`src/sv/log2fp_pkg.sv`:
```
package log2fp_pkg;

	// field widths
	localparam int unsigned OperandWidth = 16;
	localparam int unsigned ResultWidth  = 12;

	// log2 format
	localparam int unsigned WholeWidth   = 4;
	localparam int unsigned FracBits     = 8;
	localparam int unsigned MantWidth    = 8;
	localparam int unsigned SquareWidth  = 2 * MantWidth;

	// mantissa bit that the leading one of the operand lands on
	localparam int unsigned NormPos      = MantWidth - 1;

	typedef logic [OperandWidth-1:0] operand_t;
	typedef logic [WholeWidth-1:0]   whole_t;
	typedef logic [MantWidth-1:0]    mant_t;
	typedef logic [FracBits-1:0]     frac_t;
	typedef logic [SquareWidth-1:0]  square_t;
	typedef logic [ResultWidth-1:0]  result_t;

endpackage

```
`src/sv/log2_fixed_point_8_8.sv`:
```
// base-2 logarithm of a 16-bit unsigned operand, unsigned 4.8 result
// stages: encode, normalise, 8 squarings, each registered
// throughput: one item per cycle if unstalled; each stage holds one item till the next is free
// the 8x8 squaring stage sets the clock; a stalled output holds its item, stages behind fill up
// reset (arst_n low, asynchronous): all stage valid bits cleared, data registers not reset
module log2_fixed_point_8_8 (
	input  logic                            clk,
	input  logic                            arst_n,
	input  logic                            in_valid,
	output logic                            in_stall,
	input  logic [log2fp_pkg::OperandWidth-1:0] operand,
	output logic                            out_valid,
	input  logic                            out_stall,
	output logic [log2fp_pkg::ResultWidth-1:0]  log_value
);

	localparam int unsigned NumSq = log2fp_pkg::FracBits;

	// stage 1: leading one position
	logic                  valid_s1;
	log2fp_pkg::operand_t  operand_s1;
	log2fp_pkg::whole_t    whole_s1;
	logic                  adv_s1;

	// stage 2: normalised mantissa
	logic                  valid_s2;
	log2fp_pkg::whole_t    whole_s2;
	log2fp_pkg::mant_t     mant_s2;
	logic                  adv_s2;

	// squaring stages, one fraction bit each
	logic                  sq_valid_s [NumSq];
	log2fp_pkg::whole_t    sq_whole_s [NumSq];
	log2fp_pkg::mant_t     sq_mant_s  [NumSq];
	log2fp_pkg::frac_t     sq_frac_s  [NumSq];
	logic                  sq_adv     [NumSq];

	log2fp_pkg::whole_t    whole_enc;
	logic [log2fp_pkg::OperandWidth+log2fp_pkg::NormPos-1:0] norm_wide;

	// advance chain: a stage may load when it is empty or its content moves on
	assign sq_adv[NumSq-1] = !sq_valid_s[NumSq-1] || !out_stall;
	for (genvar k = 0; k < NumSq - 1; k++) begin : g_adv
		assign sq_adv[k] = !sq_valid_s[k] || sq_adv[k+1];
	end
	assign adv_s2   = !valid_s2 || sq_adv[0];
	assign adv_s1   = !valid_s1 || adv_s2;
	assign in_stall = !adv_s1;

	// priority encoder for the highest set bit of the incoming operand
	always_comb begin
		whole_enc = '0;
		for (int i = 1; i < log2fp_pkg::OperandWidth; i++) begin
			if (operand[i]) begin
				whole_enc = log2fp_pkg::WholeWidth'(i);
			end
		end
	end

	// shift so the leading one lands on the mantissa msb
	assign norm_wide = {operand_s1, {log2fp_pkg::NormPos{1'b0}}} >> whole_s1;

	always_ff @(posedge clk or negedge arst_n) begin
		if (!arst_n) begin
			valid_s1 <= 1'b0;
			valid_s2 <= 1'b0;
		end else begin
			if (adv_s1) begin
				valid_s1 <= in_valid;
			end
			if (adv_s2) begin
				valid_s2 <= valid_s1;
			end
		end
	end

	always_ff @(posedge clk) begin
		if (adv_s1 && in_valid) begin
			operand_s1 <= operand;
			whole_s1   <= whole_enc;
		end
		if (adv_s2 && valid_s1) begin
			whole_s2 <= whole_s1;
			mant_s2  <= norm_wide[log2fp_pkg::MantWidth-1:0];
		end
	end

	// squaring pipeline
	for (genvar k = 0; k < NumSq; k++) begin : g_sq
		logic                 src_valid;
		log2fp_pkg::whole_t   src_whole;
		log2fp_pkg::mant_t    src_mant;
		log2fp_pkg::frac_t    src_frac;
		log2fp_pkg::square_t  square;
		logic                 bit_set;
		log2fp_pkg::mant_t    next_mant;

		if (k == 0) begin : g_first
			assign src_valid = valid_s2;
			assign src_whole = whole_s2;
			assign src_mant  = mant_s2;
			assign src_frac  = '0;
		end else begin : g_rest
			assign src_valid = sq_valid_s[k-1];
			assign src_whole = sq_whole_s[k-1];
			assign src_mant  = sq_mant_s[k-1];
			assign src_frac  = sq_frac_s[k-1];
		end

		// a square of a normalised mantissa is never exactly 2.0, so the msb decides
		assign square    = log2fp_pkg::SquareWidth'(src_mant) * log2fp_pkg::SquareWidth'(src_mant);
		assign bit_set   = square[log2fp_pkg::SquareWidth-1];
		assign next_mant = bit_set ? square[log2fp_pkg::SquareWidth-1 -: log2fp_pkg::MantWidth]
		                           : square[log2fp_pkg::SquareWidth-2 -: log2fp_pkg::MantWidth];

		always_ff @(posedge clk or negedge arst_n) begin
			if (!arst_n) begin
				sq_valid_s[k] <= 1'b0;
			end else if (sq_adv[k]) begin
				sq_valid_s[k] <= src_valid;
			end
		end

		always_ff @(posedge clk) begin
			if (sq_adv[k] && src_valid) begin
				sq_whole_s[k] <= src_whole;
				sq_mant_s[k]  <= next_mant;
				sq_frac_s[k]  <= {src_frac[log2fp_pkg::FracBits-2:0], bit_set};
			end
		end
	end

	// output from the last squaring stage
	assign out_valid = sq_valid_s[NumSq-1];
	assign log_value = {sq_whole_s[NumSq-1], sq_frac_s[NumSq-1]};

	// a nonzero integer part always comes with a normalised mantissa
	a_norm_msb: assert property (@(posedge clk) disable iff (!arst_n)
		valid_s2 && (whole_s2 != '0) |-> mant_s2[log2fp_pkg::MantWidth-1])
		else $error("mantissa not normalised");

	// a zero mantissa only comes from operand zero
	a_zero_mant: assert property (@(posedge clk) disable iff (!arst_n)
		valid_s2 && (mant_s2 == '0) |-> (whole_s2 == '0))
		else $error("zero mantissa with nonzero integer part");

	// the first squaring stage keeps the mantissa in range
	a_sq_norm: assert property (@(posedge clk) disable iff (!arst_n)
		sq_valid_s[0] && (sq_mant_s[0] != '0) |-> sq_mant_s[0][log2fp_pkg::MantWidth-1])
		else $error("squared mantissa out of range");

	// the input only stalls when the first stage holds a blocked item
	a_stall_full: assert property (@(posedge clk) disable iff (!arst_n)
		in_stall |-> valid_s1 && valid_s2 && out_valid && out_stall)
		else $error("input stalled with room in the pipeline");

endmodule

```
`config.mk`:
```
export PLATFORM = sky130hd
export DESIGN_NAME = log2_fixed_point_8_8
export DESIGN_NICKNAME = d
export VERILOG_FILES = /design/src/sv/log2fp_pkg.sv /design/src/sv/log2_fixed_point_8_8.sv
export SDC_FILE = /design/constraint.sdc
export NUM_CORES = 1
export LEC_CHECK = 0
export ABC_AREA = 1
export CAP_MARGIN = 20
export CORE_MARGIN = 1
export CORE_UTILIZATION = 56
export CTS_CLUSTER_DIAMETER = 150
export DETAILED_ROUTE_END_ITERATION = 7
export DONT_BUFFER_PORTS = 1
export PLACE_DENSITY = 0.73
export SLEW_MARGIN = 20
export SYNTH_ARGS = -nofsm -noshare
export SYNTH_HDL_FRONTEND = slang
export SYNTH_SLANG_ARGS = --single-unit
```
`constraint.sdc`:
```
create_clock -name clk -period 4.77 [get_ports clk]
set_input_delay 0.477 -clock clk [delete_from_list [all_inputs] [get_ports clk]]
set_output_delay 0.477 -clock clk [all_outputs]
set_load 0.03 [all_outputs]
```
==> metrics.cfg, run 1 <==
[sta]
fin_setup_tns_ns=0
final_hold_viol_count=0
worst_slew_pin_slew_ns=0.703
fin_crit_sh_pct=94.0
slew_violations=0
hold_slack_ns=0.135
skew_ns=0.0155
rsz0062_at_grt=false
timing.fmax_mhz=223
finalSetupViolCount=0
post-route-min-period_ns=4.48
max_slew_margin_pct=53.1

[floorplan]
die_y_um=191
core_um2=34800
die_area_um2=36400
die_w_um=191
pin_count=34
start_util_pct=57.4
placementRows=68

[setup_path]
cp_num_cells=17
r2r_cells=17
r2r_setup_slack_ns=0.29
slowest_stage=fa_1
crit_arrival_ns=4.68
path_max_fanout=9
path_class=flop to flop
required_ns=4.97
slowest_delay_ns=0.54
rr_endpoint=sq_mant_s[2][6]$_DFFE_PP_
r2r-start=sq_mant_s[1][3]$_DFFE_PP_
crit_end=sq_mant_s[2][6]$_DFFE_PP_
critPathBufInv=3
worst_path_dominant_cell_family=adder cells
crit_chain=nand2_1 > inv_1 > fa_1 > fa_1 > inv_1 > fa_1 > fa_1 > inv_1 > ha_1 > a21oi_1 > o21bai_1 > a21oi_1 > nand2_2 > nand2_1 > nand2_2 > nand2_1 > nand2_1
end_kind=flop
start_kind=flop
worstSetupStartpoint=sq_mant_s[1][3]$_DFFE_PP_

[synthesis]
yosys-top-cells-count=nand2_1, inv_1, ha_1
synth.avg_cell_area_um2=8.24
synth_area_leader_cell=edfxtp_1
yosysUniqueCellTypes=44
yosysSeqAreaShare_pct=24.7
syn_inst=2423
yosysMostFrequentCell=nand2_1
yosys-top-cells-area=edfxtp_1, fa_1, ha_1
yosysWarnings=0
synth_top_area_share_pct=23.5
yosys_most_used_dff=edfxtp_1
async_reset_ff_share_pct=6.02
ys_seq_elements=166
synthesis.area_um2=20000
synth_edf_count=156

[global_route]
globalRoute.totalOverflow=0
track_usage_pct=21.5
grt_max_degree=21
antenna_found_initial=0
grt_pass1_wl_um=64500
grt_pass1_vias=15100

[finish]
final_area_um2=21000
drive_above_1_share_pct=4.71
fin_nets=2845
stdcell_count=2873
n_antenna_cell=0
area_growth_pct=4.94

[clocking]
clock_sinks=166
cts_buffer_depth=2
clk-insertion-delay-late_ns=0.44
cts_tree=done
numCtsBuffers=17
cts_resized=0
clk_pin_slew_ns=0.07
ctsHtreeMaxLevel=4
root_buffer=clkbuf_16

[run_status]
outcome=finished, final reports clean

[routing]
wl_per_cell_um=12.6
vias_per_cell=5.11
initialDrtViolationCount=781
routed_wirelength_um=36100
drtAntennaViolNets=0
firstDrtPassIters=5
num_vias=14700
drc=0

[flow_run]
max-cap-violations=0

[hold_path]
hold_class=primary input to flop

[placed_design]
gp_congestion=0.867
portBuffers=0
post-place-cells=2831
place_area_um2=20300
hpwl_um=30100

-- worst min path at each step --
stage | from | to | slack, ns | depth (start not counted)
floorplan | arst_n | g_sq[0].src_valid$_DFFE_PN0P_ | 0.18 | 0
global placement | arst_n | out_valid$_DFFE_PN0P_ | 0.18 | 0
detailed placement | arst_n | out_valid$_DFFE_PN0P_ | 0.18 | 0
CTS | operand[0] | operand_s1[0]$_DFFE_PP_ | 0.11 | 0
global route | operand[12] | operand_s1[12]$_DFFE_PP_ | 0.11 | 0
finish | operand[1] | operand_s1[1]$_DFFE_PP_ | 0.14 | 0
-- sequential cells by signal, summed over array words and instances (netlist names) --
name            count
g_sq.src_whole      4
valid_s1            1
g_sq.src_valid      8
sq_whole_s         32
sq_frac_s          36
g_sq.src_mant       8
sq_mant_s          56
operand_s1         16
out_valid           1
whole_s1            4
-- stage by stage --
stage | util [%] | setup slack, ns
finish | 60.2 | 0.288
global route | 60.2 | 0.000919
CTS | 60.0 | 0.283
detailed placement | 58.4 | 0.292
global placement | 58.4 | 0.403
floorplan | - | 0.544
-- cell usage in the layout, fill, tap and decap left out, drive strengths merged, types with 16 or more instances in the layout --
master | Yosys | routed
nand3 | 98 | 98
xor2 | 51 | 51
o21bai | 24 | 24
nor3 | 16 | 16
buf | 10 | 16
o21ai | 62 | 62
clkbuf | 43 | 20
fa | 192 | 192
nand2 | 652 | 652
xnor2 | 39 | 39
a21oi | 86 | 86
a31oi | 18 | 18
nand4 | 16 | 16
edfxtp | 156 | 156
ha | 228 | 228
nor2 | 82 | 82
inv | 598 | 604
-- layout make-up --
| type | count | area (um2) |
|---|---|---|
| sequential | 166 | 4930 |
| clock inverter | 12 | 114 |
| timing repair buffer | 17 | 130 |
| multi-input combinational | 1605 | 12500 |
| tap | 455 | 569 |
| inverter | 598 | 2240 |
| fill | 2968 | 13800 |
| clock buffer | 20 | 447 |
-- layer usage --
metal | vias to the layer above | GRT usage (%) | share of wire, %
met5 | - | 0 | 0
met4 | 0 | 5.05 | 1.3
met3 | 46 | 2.96 | 2.4
met2 | 205 | 40.5 | 52
met1 | 7025 | 25.4 | 44
li1 | 7407 | - | -
-- cells by family after synthesis --
family | Yosys count | synth area share [%]
AND/OR/NAND/NOR | 876 | 18.7
flip-flops | 166 | 24.7
buffers and inverters | 653 | 12.6
AO/OA/AOI/OAI | 215 | 6.38
multiplexers | 2 | 0.100
other | 1 | 0.0188
XOR/XNOR | 90 | 3.95
adder cells (fa/ha/maj) | 420 | 33.5
-- timing repair --
action,4_1_cts,5_1_grt
setup endpoints to repair,0,22
hold endpoints to repair,10,0
hold buffers,1,0
buffers inserted,0,9
Power of run 1 is not shown: default switching activity piles up to over one toggle a cycle in this logic, so the estimate is an artifact.
==> inputs of run 2 (changes only) <==
Settings changed: CELL_PAD_IN_SITES_DETAIL_PLACEMENT set to 1, CELL_PAD_IN_SITES_GLOBAL_PLACEMENT set to 2, CORE_UTILIZATION 56 to 41, PLACE_DENSITY 0.73 to 0.84.
==> metrics.cfg, run 2 (synthesized netlist as in run 1, its figures left out) <==
[setup_path]
path_class=flop to flop
required_ns=5.01  ; +0.04 ns
worstSetupStartpoint=sq_mant_s[2][3]$_DFFE_PP_
start_kind=flop
cpMostUsedCell=nand2_1
crit_chain=nand2_1 > inv_1 > fa_1 > fa_1 > inv_1 > fa_1 > fa_1 > inv_1 > ha_1 > a21oi_1 > o21bai_1 > a21oi_1 > nand2_1 > nand2_1 > nand2_2 > nand2_1 > nand2_1
r2r-start=sq_mant_s[2][3]$_DFFE_PP_
path_max_fanout=9  ; unchanged
slowest_delay_ns=0.56  ; +0.02 ns
worst_path_dominant_cell_family=adder cells
end_kind=flop
slowest_stage=edfxtp_1
crit_arrival_ns=4.75  ; +0.07 ns
critPathBufInv=3  ; unchanged

[global_route]
gr-max-usage-layer=met2
grt_pass1_vias=16600  ; +9.4%
grt_pass1_wl_um=77000  ; +19%
use_met1_pct=22.5  ; -2.9 points
globalRoute.totalOverflow=0  ; unchanged
track_usage_pct=19.0  ; -2.4 points
met2_usage_pct=35.4  ; -5.1 points
grtUsageMet3_pct=2.96  ; about the same
antenna_found_initial=0  ; unchanged
grt_max_degree=21  ; unchanged

[finish]
reg.largest.list=sq_mant_s x56, sq_frac_s x36, sq_whole_s x32
final_common_cell=nand2_1
largest_reg_flops=56  ; unchanged
final_cell_mix=nand2_1, inv_1, ha_1, fa_1, edfxtp_1
drive_above_1_share_pct=4.71  ; about the same
fin_nets=2846  ; +0.035%
largest_register=sq_mant_s
n_antenna_cell=0  ; unchanged
area_growth_pct=5.96

[placed_design]
hpwl_um=36900  ; +22%
post-place-ws_ns=0.142  ; -0.151 ns
gp_congestion=0.812  ; -6.3%
portBuffers=0  ; unchanged

[clocking]
clk-insertion-delay-late_ns=0.49  ; +0.05 ns
clock_sinks=166  ; unchanged
ctsHtreeMaxLevel=4  ; unchanged
cts_buffer_depth=2  ; unchanged
numCtsBuffers=17  ; unchanged
cts_tree=done
clk_pin_slew_ns=0.07  ; about the same
root_buffer=clkbuf_16

[sta]
rsz0062_at_grt=false
max_slew_margin_pct=42.0  ; -11 points
fin_crit_sh_pct=94.5  ; +0.56 points
finalSetupViolCount=0  ; unchanged
final.setup.worst_slack_ns=0.262  ; -0.0267 ns
slew_violations=0  ; unchanged
timing.fmax_mhz=222  ; -0.59%
post-route-min-period_ns=4.51  ; +0.0267 ns
fin_setup_tns_ns=0  ; unchanged
skew_ns=0.0114  ; -0.00405 ns
final_hold_viol_count=0  ; unchanged
worst_slew_pin_slew_ns=0.869  ; +0.166 ns

[run_status]
outcome=finished, final reports clean

[floorplan]
core_um2=47800  ; +37%
placementRows=80  ; +18%
die_area_um2=49600  ; +36%
start_util_pct=41.7  ; -16 points
die_w_um=223  ; +17%
die_y_um=223  ; +17%
pin_count=34  ; unchanged

[hold_path]
hp-start=operand[9]
hold_class=primary input to flop

[routing]
initialDrtViolationCount=456  ; -42%
drc=0  ; unchanged
num_vias=14900  ; +1.3%
firstDrtPassIters=4  ; -1
wl_per_cell_um=14.4  ; +15%
routed_wirelength_um=43700  ; +21%
drtAntennaViolNets=0  ; unchanged
vias_per_cell=4.90  ; -4.1%

[flow_run]
max-cap-violations=0  ; unchanged

## run 2: cell types whose count changed in the layout (fill, tap and decap cells not counted), moves of 2 or more
cell      delta
clkinv_2     +2
nor2_2       -2
a21oi_2      +2
nor2_1       +2
a21oi_1      -2
clkinv_1     +2
## run 2: final timing paths
kind / to / slack (ns) / cells past startpoint
setup / recovery: sq_mant_s[3][2]$_DFFE_PP_ / 0.26 / 17
hold / removal: operand_s1[9]$_DFFE_PP_ / 0.08 / 0
setup reg to reg: sq_mant_s[3][2]$_DFFE_PP_ / 0.26 / 17
hold reg to reg: sq_frac_s[1][10]$_DFFE_PP_ / 0.42 / 0
max in group asynchronous: valid_s1$_DFFE_PN0N_ / 3.87 / 1
min in group asynchronous: g_sq[4].src_valid$_DFFE_PN0P_ / 0.47 / 1
## run 2: timing repair
| action | 4_1_cts | 5_1_grt |
|---|---|---|
| buffers inserted | 0 | 7 |
| hold endpoints to repair | 10 | 0 |
| setup endpoints to repair | 0 | 32 |
| hold buffers | 1 | 0 |
| resized for setup | 0 | 2 |
## run 2: final cells by class
cell class,count,area [um2]
multi-input cells,1605,12500
fillers,5783,26700
clock inverters,14,125
flip-flops and latches,166,4930
clock buffers,18,429
repair buffers,18,138
inverters,598,2240
well taps,615,769
## run 2: metal layers
layer,vias to the layer above,share of wire (%)
met5,-,0
met4,0,1.7
met3,51,1.7
met2,107,52
met1,7301,44
li1,7410,-
## run 2: metrics by stage
stage | cell area (um2) | hold WS, ns | utilization [%] | instances
finish | 21200 | 0.0817 | 44.2 | 3034
global route | 21200 | 0.0512 | 44.2 | 3034
CTS | 21100 | 0.0419 | 44.1 | 3027
detailed placement | 20500 | 0.182 | 42.9 | 2994
global placement | 20500 | 0.182 | 42.9 | 2994
floorplan | 20000 | 0.181 | - | 2424
Power of run 2 is left out for the same reason.
